$ cat src/rtl/hpr_pkg.sv
// Package for the hazard pointer reclaimer: sizes, action and result codes,
// controller command and status structs. No dependencies.
`timescale 1ns / 1ps
package hpr_pkg;
	localparam int SLOTS      = 64;
	localparam int SLOT_W     = 6;
	localparam int HP_W       = 7;
	localparam int DEPTH      = 32;
	localparam int DIDX_W     = 5;
	localparam int CNT_W      = 6;
	localparam int PTR_W      = 64;
	localparam int TAG_W      = 8;
	localparam int RETRIES    = 2;

	typedef enum logic [2:0] {
		ACT_ATTACH = 3'd0,
		ACT_DETACH = 3'd1,
		ACT_SET    = 3'd2,
		ACT_RETIRE = 3'd3,
		ACT_FLUSH  = 3'd4
	} action_t;

	typedef enum logic [2:0] {
		K_RELEASE   = 3'd0,
		K_QUEUED    = 3'd1,
		K_FULL      = 3'd2,
		K_ASSIGNED  = 3'd3,
		K_NOSLOT    = 3'd4,
		K_DONE      = 3'd5,
		K_BADDETACH = 3'd6
	} kind_t;

	// controller -> datapath
	typedef struct packed {
		logic       load;      // capture input transaction
		logic       scan_init; // start hazard scan (of candidate)
		logic       scan_step; // compare one slot
		logic       rd_entry;  // issue delayed-queue read at entry_idx
		logic       cand_new;  // candidate is the new pointer, else read data
		logic       free_step; // attach search step
		logic       attach_do; // commit attach
		logic       hp_clr;    // clear one hazard word of found slot (idx=clr_sel)
		logic       clr_sel;
		logic       detach_do;
		logic       set_do;
		logic       rel_entry; // release entry: move last into entry_idx
		logic       enqueue;
		logic       entry_ld;  // entry_idx <- entry_src
		logic [1:0] entry_src; // 0: retries, 1: count-1, 2: entry-1
		logic       out_ld;
		kind_t      out_kind;
		logic [1:0] out_src;   // 0 none, 1 candidate, 2 slot
		logic       out_last;
	} hpr_cmd_t;

	// datapath -> controller
	typedef struct packed {
		action_t    action;
		logic       scan_busy;
		logic       hazard;
		logic       search_busy;
		logic       found;
		logic       detach_ok;
		logic       entry_valid; // entry_idx < count
		logic       entry_zero;
		logic       q_full;
		logic       out_busy;
		logic       move_busy;
	} hpr_sts_t;
endpackage

$ cat src/rtl/hpr_ctrl.sv
// Controller state machine sequencing attach, detach, set, retire and flush.
// Depends on hpr_pkg.
`timescale 1ns / 1ps
module hpr_ctrl
	import hpr_pkg::*;
(
	input  logic     clk,
	input  logic     arst_n,
	input  logic     in_valid,
	output logic     in_stall,
	input  hpr_sts_t sts,
	output hpr_cmd_t cmd
);
	typedef enum logic [10:0] {
		S_IDLE   = 11'b00000000001,
		S_DEC    = 11'b00000000010,
		S_SRCH   = 11'b00000000100,
		S_CLR    = 11'b00000001000,
		S_ERD    = 11'b00000010000, // entry read issued
		S_ESCAN  = 11'b00000100000,
		S_EWAIT  = 11'b00001000000,
		S_NEXT   = 11'b00010000000,
		S_NSCAN  = 11'b00100000000,
		S_NEWDEC = 11'b01000000000,
		S_OUT    = 11'b10000000000
	} state_t;

	state_t state_q, state_d;
	logic   scan_go_q, scan_go_d;   // scan launched, wait for it to end
	logic   flush_q, flush_d;
	logic   ovalid_q;                // pending output held in cmd fields
	hpr_cmd_t pend_q, pend_d;
	logic   ovalid_d;

	assign in_stall = state_q != S_IDLE;

	always_comb begin
		state_d   = state_q;
		scan_go_d = scan_go_q;
		flush_d   = flush_q;
		cmd       = '0;
		cmd.out_kind = K_DONE;
		pend_d    = pend_q;
		ovalid_d  = ovalid_q;

		// staged result goes out once the output register is free
		if (ovalid_q && !sts.out_busy) begin
			cmd.out_ld   = 1'b1;
			cmd.out_kind = pend_q.out_kind;
			cmd.out_src  = pend_q.out_src;
			cmd.out_last = pend_q.out_last;
			ovalid_d     = 1'b0;
		end

		unique case (state_q)
			S_IDLE: begin
				if (in_valid) begin
					cmd.load = 1'b1;
					state_d  = S_DEC;
				end
			end
			S_DEC: begin
				priority case (sts.action)
					ACT_ATTACH: begin
						cmd.free_step = 1'b1;
						state_d       = S_SRCH;
					end
					ACT_DETACH: begin
						cmd.detach_do = sts.detach_ok;
						pend_d.out_kind = sts.detach_ok ? K_DONE : K_BADDETACH;
						pend_d.out_src  = 2'd0; pend_d.out_last = 1'b1;
						ovalid_d = 1'b1; state_d = S_OUT;
					end
					ACT_SET: begin
						cmd.set_do = 1'b1;
						pend_d.out_kind = K_DONE; pend_d.out_src = 2'd0;
						pend_d.out_last = 1'b1; ovalid_d = 1'b1; state_d = S_OUT;
					end
					ACT_RETIRE: begin
						cmd.entry_ld = 1'b1; cmd.entry_src = 2'd0;
						flush_d = 1'b0; state_d = S_ERD;
					end
					ACT_FLUSH: begin
						cmd.entry_ld = 1'b1; cmd.entry_src = 2'd1;
						flush_d = 1'b1; state_d = S_ERD;
					end
					default: begin
						pend_d.out_kind = K_DONE; pend_d.out_src = 2'd0;
						pend_d.out_last = 1'b1; ovalid_d = 1'b1; state_d = S_OUT;
					end
				endcase
			end
			S_SRCH: begin
				// search was launched from decode; only wait for it here
				if (sts.found) begin
					cmd.attach_do = 1'b1; cmd.hp_clr = 1'b1; cmd.clr_sel = 1'b0;
					state_d = S_CLR;
				end
				if (!sts.found && !sts.search_busy && scan_go_q) begin
					pend_d.out_kind = K_NOSLOT; pend_d.out_src = 2'd0;
					pend_d.out_last = 1'b1; ovalid_d = 1'b1; state_d = S_OUT;
				end
				scan_go_d = sts.search_busy;
			end
			S_CLR: begin
				cmd.hp_clr = 1'b1; cmd.clr_sel = 1'b1;
				if (!ovalid_q) begin
					pend_d.out_kind = K_ASSIGNED; pend_d.out_src = 2'd2;
					pend_d.out_last = 1'b1; ovalid_d = 1'b1; state_d = S_OUT;
				end
			end
			S_ERD: begin
				// wait for any move to finish and the staged result to leave
				if (!sts.move_busy && !ovalid_q) begin
					if (sts.entry_valid)
						state_d = S_ESCAN;
					else
						state_d = S_NEXT;
				end
			end
			S_ESCAN: begin
				cmd.scan_init = 1'b1; cmd.cand_new = 1'b0;
				scan_go_d = 1'b0; state_d = S_EWAIT;
			end
			S_EWAIT: begin
				if (!sts.scan_busy && scan_go_q) begin
					if (!sts.hazard) begin
						cmd.rel_entry = 1'b1;
						pend_d.out_kind = K_RELEASE; pend_d.out_src = 2'd1;
						pend_d.out_last = 1'b0; ovalid_d = 1'b1;
					end
					state_d = S_NEXT;
				end
				scan_go_d = 1'b1;
			end
			S_NEXT: begin
				if (!sts.entry_zero) begin
					cmd.entry_ld = 1'b1; cmd.entry_src = 2'd2; state_d = S_ERD;
				end else if (flush_q) begin
					if (!ovalid_q) begin
						pend_d.out_kind = K_DONE; pend_d.out_src = 2'd0;
						pend_d.out_last = 1'b1; ovalid_d = 1'b1; state_d = S_OUT;
					end
				end else if (!ovalid_q && !sts.move_busy) begin
					cmd.scan_init = 1'b1; cmd.cand_new = 1'b1;
					scan_go_d = 1'b0; state_d = S_NSCAN;
				end
				if (sts.entry_zero && flush_q && ovalid_q) state_d = S_NEXT;
			end
			S_NSCAN: begin
				scan_go_d = 1'b1;
				if (!sts.scan_busy && scan_go_q) state_d = S_NEWDEC;
			end
			S_NEWDEC: begin
				if (!sts.hazard) begin
					pend_d.out_kind = K_RELEASE;
				end else if (!sts.q_full) begin
					cmd.enqueue = 1'b1; pend_d.out_kind = K_QUEUED;
				end else begin
					pend_d.out_kind = K_FULL;
				end
				pend_d.out_src = 2'd1; pend_d.out_last = 1'b1; ovalid_d = 1'b1;
				state_d = S_OUT;
			end
			S_OUT: begin
				if (!ovalid_q && !sts.out_busy) state_d = S_IDLE;
			end
			default: state_d = S_IDLE;
		endcase
	end

	always_ff @(posedge clk or negedge arst_n) begin
		if (!arst_n) begin
			state_q   <= S_IDLE;
			scan_go_q <= 1'b0;
			flush_q   <= 1'b0;
			ovalid_q  <= 1'b0;
			pend_q    <= '0;
		end else begin
			state_q   <= state_d;
			scan_go_q <= scan_go_d;
			flush_q   <= flush_d;
			ovalid_q  <= ovalid_d;
			pend_q    <= pend_d;
		end
	end
endmodule

$ cat config.mk
export PLATFORM = sky130hd
export DESIGN_NAME = hpr_ctrl
export DESIGN_NICKNAME = d
export VERILOG_FILES = /design/src/rtl/hpr_pkg.sv /design/src/rtl/hpr_ctrl.sv
export SDC_FILE = /design/constraint.sdc
export NUM_CORES = 1
export LEC_CHECK = 0
export ABC_CLOCK_PERIOD_IN_PS = 2200
export BUFFER_PORTS_ARGS = -buffer_cell sky130_fd_sc_hd__buf_2
export CAP_MARGIN = 20
export CELL_PAD_IN_SITES_DETAIL_PLACEMENT = 1
export CELL_PAD_IN_SITES_GLOBAL_PLACEMENT = 1
export CORE_MARGIN = 2
export CORE_UTILIZATION = 36
export CTS_CLUSTER_SIZE = 28
export DETAILED_ROUTE_END_ITERATION = 10
export GPL_TIMING_DRIVEN = 0
export PLACE_DENSITY_LB_ADDON = 0.05
export SYNTH_ARGS = -nofsm -noshare
export SYNTH_HDL_FRONTEND = slang
export SYNTH_SLANG_ARGS = --single-unit
$ cat constraint.sdc
create_clock -name clk -period 2.2 [get_ports clk]
set_input_delay 0.33 -clock clk [delete_from_list [all_inputs] [get_ports clk]]
set_output_delay 0.33 -clock clk [all_outputs]
set_load 0.005 [all_outputs]
==> results of run 1 <==
registers in the layout (all words and copies together), names as in the netlist:
| register | count |
|---|---|
| ovalid_q | 1 |
| scan_go_q | 1 |
| state_q | 11 |
| pend_q | 6 |
| flush_q | 1 |
cell families after synthesis:
kind of cell,after synthesis,share of synthesized area [%]
multiplexers,3,2.09
XOR/XNOR,4,2.17
other,1,0.232
flip-flops,20,31.1
AND/OR/NAND/NOR,94,39.0
buffers and inverters,19,5.65
AO/OA/AOI/OAI,44,19.8
cell usage in the layout (no fill, tap or decap), drive strengths merged, types with 3 or more instances in the layout:
cell type,netlist,final
or3,3,3
dfrtp,19,19
nand2b,5,5
xor2,4,4
clkbuf,3,5
or4b,4,4
inv,6,6
o211ai,3,3
o21ai,6,6
mux2,3,3
nor3,9,9
buf,10,77
nand2,7,7
a21oi,7,7
nor4b,6,6
nor2,20,20
nand4,6,6
o22ai,4,4
nor4,7,7
or4,3,3
nor2b,3,3
nand3,4,4
and2,7,7
power by group through the flow:
stage	Sequential [mW]	Combinational (mW)	Clock [mW]
2_1_floorplan	0.483	0.532	0
3_3_place_gp	0.498	0.728	0
3_5_place_dp	0.502	0.746	0
4_1_cts	0.505	1.04	0.307
5_1_grt	0.520	1.35	0.330
6_report	0.511	1.27	0.312
critical path, cell delays in order, from the launching register on:
cell and delay, ns:
dfrtp_1 0.38, buf_6 0.13, or4_4 0.55, or3_4 0.42
nor2_2 0.09, buf_2 0.11
layout make-up:
| type | count | area [um2] |
|---|---|---|
| Tap cell | 52 | 65.1 |
| Fill cell | 509 | 1840 |
| Clock buffer | 4 | 55.1 |
| Inverter | 6 | 22.5 |
| Sequential cell | 20 | 503 |
| Multi-Input combinational cell | 147 | 1270 |
| Timing Repair Buffer | 68 | 473 |
| Buffer | 10 | 97.6 |
how the worst max path moves through the flow:
stage / end / slack (ns)
6_report: cmd[22] / -0.09
5_1_grt: cmd[22] / -0.15
4_1_cts: cmd[22] / -0.07
3_5_place_dp: pend_q[2]$_DFFE_PN0P_ / -0.35
3_3_place_gp: pend_q[2]$_DFFE_PN0P_ / -0.28
2_1_floorplan: pend_q[3]$_DFFE_PN0P_ / 0.07
per-layer routing:
layer,vias to the layer above,track usage [%]
li1,843,-
met1,940,30.3
met2,48,41.3
met3,12,2.42
met4,0,6.71
met5,-,0
repair_timing:
action	CTS	global route
endpoints found under the setup margin	25	30
buffers inserted	15	16
hold endpoints to repair	0	0
resized for setup	41	28
pin swaps	9	14
cell usage after synthesis, drive strengths merged (2+ instances only):
cell type  number
nor2           20
dfrtp          19
buf            10
nor3            9
a21oi           7
and2            7
nand2           7
nor4            7
inv             6
nand4           6
nor4b           6
o21ai           6
nand2b          5
nand3           4
o22ai           4
or4b            4
xor2            4
clkbuf          3
mux2            3
nor2b           3
o211ai          3
or3             3
or4             3
a21o            2
and4            2
o21a            2
o21ba           2
o21bai          2
o311ai          2
o31ai           2
or3b            2
stage by stage:
step	utilization (%)	setup TNS (ns)	total power, mW	area [um2]
after floorplan	-	0	1.01	1620
after global placement	43.2	-1.97	1.23	1870
after detailed placement	43.2	-2.86	1.25	1870
after CTS	51.3	-0.198	1.85	2220
after global routing	57.5	-1.49	2.20	2490
final	57.5	-0.263	2.09	2490
==> metrics.txt, run 1 <==
failing checks=negative setup slack; routed wl met3=199 um; WHS=0.00185 ns; # clock sinks=20; Max VDD drop=516 uV; GRT Resource Usage Total=23.4%; setup slack after layout=-0.0886 ns; Post-synth ARST share=100%; max layer used=met4; layout cells sized above 1=53.3%; P_leak=1.12 nW; post-DR wirelength/cell=20.9 um; Switching Power=881 uW; first-pass GRT wire length=9230 um; Fin. Hold Viols=0; Pint=1.21 mW; synthesized area=0.00162 mm2; syn_area_per_cell=8.73 um2; Die Wd=71.0 um; met2 wire len=3310 um; Worst Path Max Fanout=6; Yosys cell types=63; DR iter-0 viols=99; Via density=6.00; port buffer count=37; top cells by area, synth=dfrtp_1, nor2_1, nor4_4; Highest Clock Rate=437 MHz; dominant synthesized flop cell=dfrtp_1; Synth Instances=185; diodes inserted=0; root buffer cell=clkbuf_8; CTS H-tree lvls=1; status=finished with violations; initial antenna violation count=0; post-route minimum period=2.29 ns; dpl hpwl=4030 um; max cap viols=0; Clock Latency Late Sink=0.27 ns; post-route insts no fill=307; unrepaired setup endpoints after global routing=true; Comb pwr share=60.6%; CP Launch Type=flop; crit share post-route=104%; Worst Reg-to-Reg Cells=7; Seq/Total Area, Yosys=31.1%; FF+latch count, synth=20; Worst Path Required=1.87 ns; remaining routing DRC violations=0; Placement Setup Slack=-0.350 ns; sw frac=42.2%; final number of setup-violating endpoints=7; gp weighted congestion=0.882; Worst setup EP type=output port; FP Rows=24; synth-to-layout area growth=53.9%; crit path kind=reg2out; clk slew on worst S/H paths=0.09 ns; total core area=0.00432 mm2; Num CTS Buffers=3; Total Routed Length=6410 um; die area=0.00504 mm2; vias in the first global route=1821; DP Cell Count=275; r2r startpoint=state_q[5]$_DFFE_PN0P_; Power Dens Cells=841 mW/mm2; Hold Path Class=in2async; Slew HR=62.8%; sequential share of power=24.5%; FF-to-FF setup slack=-0.02 ns; largest net degree at the start of global routing=21; Slew @ Worst Pin=0.558 ns; met1 WL=2740 um; grt ovf=0; Yosys top cell area share=29.4%; Clock Power Share=14.9%; Initial Utilization=37.4%; fin. max-slew vios=0; post-route ant nets=0; Top Ports=40; YS warnings=0; Crit path arrival time=1.96 ns; Vias=1843; Fin Clk Skew=0.00579 ns; number of synthesized flops with an enable pin=0; Worst R2R End=pend_q[1]$_DFFE_PN0P_; CP startpoint=state_q[4]$_DFFE_PN0P_; Die Ht=71.0 um; drt pass-1 iters=4; Clock Path Buffers=2; post-synth top area cell=dfrtp_1; Post-CTS Hold Buffers=0; fin nets=272; CTS tree=done
(Power assumes the default switching activity.)
==> inputs of run 2 (changes only) <==
--- a/config.mk
+++ b/config.mk
@@ -6,14 +6,14 @@
 export NUM_CORES = 1
 export LEC_CHECK = 0
 export ABC_CLOCK_PERIOD_IN_PS = 2200
-export BUFFER_PORTS_ARGS = -buffer_cell sky130_fd_sc_hd__buf_2
 export CAP_MARGIN = 20
 export CELL_PAD_IN_SITES_DETAIL_PLACEMENT = 1
 export CELL_PAD_IN_SITES_GLOBAL_PLACEMENT = 1
 export CORE_MARGIN = 2
-export CORE_UTILIZATION = 36
+export CORE_UTILIZATION = 42
 export CTS_CLUSTER_SIZE = 28
 export DETAILED_ROUTE_END_ITERATION = 10
+export DONT_BUFFER_PORTS = 1
 export GPL_TIMING_DRIVEN = 0
 export PLACE_DENSITY_LB_ADDON = 0.05
 export SYNTH_ARGS = -nofsm -noshare
==> run 2 against run 1 <==
Against the previous run: the run still ends with negative setup slack left; via count shrank 5.5%; sequential share of layout area grew 2.6 points; sequential power shrank 0.8%; count of clock-buffer cells in the layout is the same; clock power shrank 5%; power shrank 7.8%; final cell count shrank 14%; clock skew grew 0.0015 ns; wire length shrank 2.6%; register-to-register slack gained 0.04 ns; largest cell class unchanged.
==> metrics.txt, run 2 (synthesis results as in run 1) <==
status=finished with violations; failing checks=negative setup slack; Hold EP=state_q[0]$_DFFE_PN1P_; met3 usage=3.58%; max reg flops=11; Via density=6.57; first-pass GRT wire length=8600 um; commonest non-fill, non-tap cell in the layout=buf_4; Clock Latency Late Sink=0.26 ns; remaining routing DRC violations=0; met2 track demand over resource=42.4%; Worst R2R End=pend_q[3]$_DFFE_PN0P_; Worst Path Max Fanout=9; Top Ports=40; post-DR wirelength/cell=23.5 um; # clock sinks=20; Worst Reg-to-Reg Cells=7; Fin Setup TNS=-0.0839 ns; Die Ht=66.0 um; Core Util, Final=59.9%; Clock Path Buffers=2; crit path kind=reg2out; CP Launch Type=flop; GRT Resource Usage Total=26.2%; total core area=0.00369 mm2; DR iter-0 viols=175; drt pass-1 iters=4; Hold Path Class=in2reg; fin nets=234; Vias=1741; CP Cell Sequence=or4b_4, or3_1, clkbuf_8, nor2_4; FF-to-FF setup slack=0.02 ns; Num CTS Buffers=3; port buffer count=0; Total Routed Length=6240 um; max incr delay on CP=0.54 ns; die area=0.00436 mm2; Highest Clock Rate=446 MHz; P_leak=0.916 nW; post-route minimum period=2.24 ns; Initial Utilization=43.8%; Worst Path Required=1.87 ns; max cap viols=0; post-route ant nets=0; Worst setup EP type=output port; unrepaired setup endpoints after global routing=true; initial antenna violation count=0; Slowest-stage cell, CP=or4b_4; Slew HR=35.8%; layout cells sized above 1=42.9%; gp weighted congestion=0.927; Hold Crit Depth=1; final number of setup-violating endpoints=3; Fin. Hold Viols=0; synth-to-layout area growth=36.7%; Largest Register=state_q; layer with the highest usage=met2; largest registers=state_q: 11 flops, pend_q: 6 flops; Fin Clk Skew=0.00732 ns; Crit path arrival time=1.91 ns; Max VDD drop=754 uV; crit share post-route=102%; FP Rows=22; Slew @ Worst Pin=0.960 ns; Power Dens Cells=873 mW/mm2; fillers=424; grt ovf=0; root buffer cell=clkbuf_8; Die Wd=66.0 um; Hold Path Origin=in_valid; M1 GR Usage=36.3%; setup slack after layout=-0.0445 ns; clk slew on worst S/H paths=0.09 ns; fin. max-slew vios=0; dpl hpwl=3750 um; CTS H-tree lvls=1; diodes inserted=0; largest net degree at the start of global routing=21; most frequent cells in the layout=buf_4, dfrtp_1, nor2_1; CTS tree=done; vias in the first global route=1631; r2r startpoint=state_q[5]$_DFFE_PN0P_
-- run 2: cell type report --
type                            count  area [um2]  area share, %
Tap cell                           48        60.1           2.72
Sequential cell                    20         504           22.8
Buffer                             11        97.6           4.42
Multi-Input combinational cell    147        1240           56.2
Clock buffer                        4        55.1           2.49
Timing Repair Buffer               29         228           10.3
Inverter                            6        22.5           1.02
-- run 2: worst max-delay path by stage --
stage                     slack [ns]                    from  cells past startpoint                     to
final                          -0.04  state_q[2]$_DFFE_PN0P_                      4                cmd[22]
after global routing           -0.12  state_q[0]$_DFFE_PN1P_                      4                cmd[12]
after CTS                      -0.05  state_q[8]$_DFFE_PN0P_                      6  pend_q[1]$_DFFE_PN0P_
after detailed placement       -0.34  state_q[4]$_DFFE_PN0P_                      5  pend_q[1]$_DFFE_PN0P_
after global placement         -0.26  state_q[4]$_DFFE_PN0P_                      5  pend_q[2]$_DFFE_PN0P_
after floorplan                 0.07  state_q[0]$_DFFE_PN1P_                      6  pend_q[3]$_DFFE_PN0P_
-- run 2: routing by layer --
layer  part of all wire [%]  vias to the layer above
met2                     48                       82
met5                      0                        -
met4                    2.5                        0
met1                     43                      883
li1                       -                      764
met3                    7.1                       12
-- run 2: where the power goes --
part           leakage (nW)  internal [mW]  switching [mW]
combinational         0.641          0.500           0.625
clock                0.0288          0.160           0.137
sequential            0.246          0.440          0.0668
total                 0.916           1.10           0.828
-- run 2: worst max-delay path, delay by kind of cell, from the launching register on --
family / cells / cell delay [ns]
buf+inv: 1 / 0.17
flops: 1 / 0.49
simple gates: 3 / 0.99
-- run 2: per-stage QoR --
stage	setup slack [ns]	cell area [um2]	instances	hold slack [ns]	total power [mW]
global placement	-0.260	1680	234	0.0349	1.16
CTS	-0.0524	2010	252	0.131	1.74
detailed placement	-0.336	1680	234	0.0351	1.18
floorplan	0.0653	1620	186	0.0344	1.01
finish	-0.0445	2210	265	0.130	1.93
global route	-0.116	2210	265	0.134	2.02
-- run 2: what timing repair did --
item,CTS,global route
hold buffers,1,0
endpoints found under the hold margin,20,0
setup buffers,15,13
setup endpoints to repair,26,24
pin swaps,11,12
resized for setup,37,26
cloned,0,0
==> inputs of run 3 (changes only) <==
==> constraint.sdc (replaced) <==
create_clock -name clk -period 2.2 [get_ports clk]
set_input_delay 0.33 -clock clk [delete_from_list [all_inputs] [get_ports clk]]
set_output_delay 0.33 -clock clk [all_outputs]
set_load 0.02 [all_outputs]
==> run 3 against run 2 <==
Against the previous run: the run still ends with negative setup slack left; count of clock-buffer cells in the layout unchanged; final cell count increased by 7.9%; global-route usage increased by 6.1 points; design area increased by 14%; flip-flop and latch count unchanged; clock power increased by 4%; critical path depth increased by 1; hold slack improved by 0.0016 ns; maximum frequency decreased by 4.7%; wire length increased by 23%.
==> metrics.txt, run 3 (synthesis results as in run 1) <==
status=finished with violations; failing checks=negative setup slack; port buffer count=0; # clock sinks=20; clk slew on worst S/H paths=0.09 ns; CP Launch Type=flop; Vias=1949; Pint=1.31 mW; fin. max-slew vios=0; gp weighted congestion=0.889; fillers=401; synth-to-layout area growth=55.2%; Slowest-stage cell, CP=or4_4; CP Cell Sequence=buf_6, or4_4, or3_4, buf_8, nor2_4; most frequent cells in the layout=buf_4, dfrtp_1, nor2_1; post-route insts no fill=286; first-pass GRT wire length=10400 um; met3 usage=5.11%; GRT Resource Usage Total=32.3%; Switching Power=1.02 mW; Comb pwr share=64.5%; Max VDD drop=583 uV; Worst setup EP type=output port; Die Wd=66.0 um; post-DR wirelength/cell=26.9 um; crit path kind=reg2out; Clock Power Share=13.2%; P_leak=1.06 nW; Fin Clk Skew=0.00849 ns; FP Rows=22; Initial Utilization=43.8%; met2 track demand over resource=55.2%; WHS=0.132 ns; largest net degree at the start of global routing=21; setup slack after layout=-0.155 ns; Clock Path Buffers=2; Via density=6.81; sequential share of power=22.2%; Power Dens Cells=932 mW/mm2; Largest Register=state_q; root buffer cell=clkbuf_8; DP Cell Count=234; final number of setup-violating endpoints=17; diodes inserted=0; unrepaired setup endpoints after global routing=true; commonest non-fill, non-tap cell in the layout=buf_4; Die Ht=66.0 um; die area=0.00436 mm2; Placement Setup Slack=-0.385 ns; dpl hpwl=3720 um; CP bufs+invs=2; Design Area, Final=0.00251 mm2; placed inst area=0.00171 mm2; M1 GR Usage=41.3%; Highest Clock Rate=425 MHz; drt pass-1 iters=4; layer with the highest usage=met2; DR iter-0 viols=205; post-route minimum period=2.35 ns; max cap viols=0; Hold Path Class=in2reg; layout cells sized above 1=50.4%; CTS H-tree lvls=1; Top Family by Delay on Critical Path=simple AND/OR/NAND/NOR gates; vias in the first global route=1882; max reg flops=11; CTS tree=done; Top Ports=40; post-route ant nets=0; Worst Path Required=1.87 ns; Fin. Hold Viols=0; largest registers=state_q: 11 flops, pend_q: 6 flops; Crit path arrival time=2.02 ns; max incr delay on CP=0.48 ns; grt ovf=0; fin nets=255; remaining routing DRC violations=0; Num CTS Buffers=3; initial antenna violation count=0; Clock Latency Late Sink=0.28 ns; sw frac=43.8%; Worst Path Max Fanout=5; crit share post-route=107%; Total Routed Length=7690 um; total core area=0.00369 mm2
-- run 3: changes by cell type in the layout (fill, tap and decap cells not counted), sizes merged --
| cell | delta |
|---|---|
| buf | +21 |
-- run 3: power by group through the flow --
stage	Combinational [mW]	Clock [mW]	Sequential [mW]
2_1_floorplan	0.597	0	0.483
3_3_place_gp	0.731	0	0.498
3_5_place_dp	0.743	0	0.501
4_1_cts	1.16	0.302	0.503
5_1_grt	1.58	0.322	0.525
6_report	1.51	0.309	0.520
-- run 3: worst reg2reg max path, stage by stage, from the launching register on --
cell	delay (ns)
dfrtp_2	0.48
buf_6	0.15
nor4_4	0.23
buf_6	0.18
buf_4	0.13
and4_4	0.24
a21oi_2	0.07
a211oi_2	0.20
buf_4	0.17
mux2_1	0.32
-- run 3: metrics by stage --
step / TNS (ns) / util, % / power [mW]
after floorplan: -0.00495 / - / 1.08
after global placement: -4.69 / 46.4 / 1.23
after detailed placement: -5.49 / 46.4 / 1.24
after CTS: -0.415 / 61.7 / 1.97
after global routing: -2.14 / 68.0 / 2.43
final: -1.19 / 68.0 / 2.34
-- run 3: what timing repair did --
action,4_1_cts,5_1_grt
cloned,1,1
resized for setup,58,22
hold endpoints to repair,20,0
setup buffers,30,17
hold buffers,1,0
endpoints found under the setup margin,35,29
pin swaps,19,14
-- run 3: path summary, 6_finish.rpt --
| check | slack, ns | endpoint | from | cells past startpoint |
|---|---|---|---|---|
| hold reg to reg | 0.50 | pend_q[1]$_DFFE_PN0P_ | pend_q[1]$_DFFE_PN0P_ | 1 |
| setup reg to reg | -0.08 | pend_q[2]$_DFFE_PN0P_ | state_q[2]$_DFFE_PN0P_ | 9 |
| min in group asynchronous | 0.42 | state_q[7]$_DFFE_PN0P_ | arst_n | 1 |
| setup / recovery | -0.15 | cmd[22] | state_q[4]$_DFFE_PN0P_ | 5 |
| hold / removal | 0.13 | state_q[0]$_DFFE_PN1P_ | in_valid | 1 |
| max in group asynchronous | 1.26 | state_q[0]$_DFFE_PN1P_ | arst_n | 2 |
-- run 3: area by class of cell --
type	count	area (um2)	share of cell area, %
inverters	6	22.5	0.898
well taps	48	60.1	2.40
repair buffers	51	439	17.5
flip-flops and latches	20	505	20.2
plain buffers	10	116	4.64
clock buffers	4	55.1	2.20
multi-input cells	147	1310	52.2
-- run 3: layer usage --
layer | wire (um) | vias up | share of wire (%)
met4 | 371 | 0 | 4.8
met5 | 0 | - | 0
met2 | 3720 | 127 | 48
li1 | - | 813 | -
met3 | 505 | 36 | 6.6
met1 | 3090 | 973 | 40
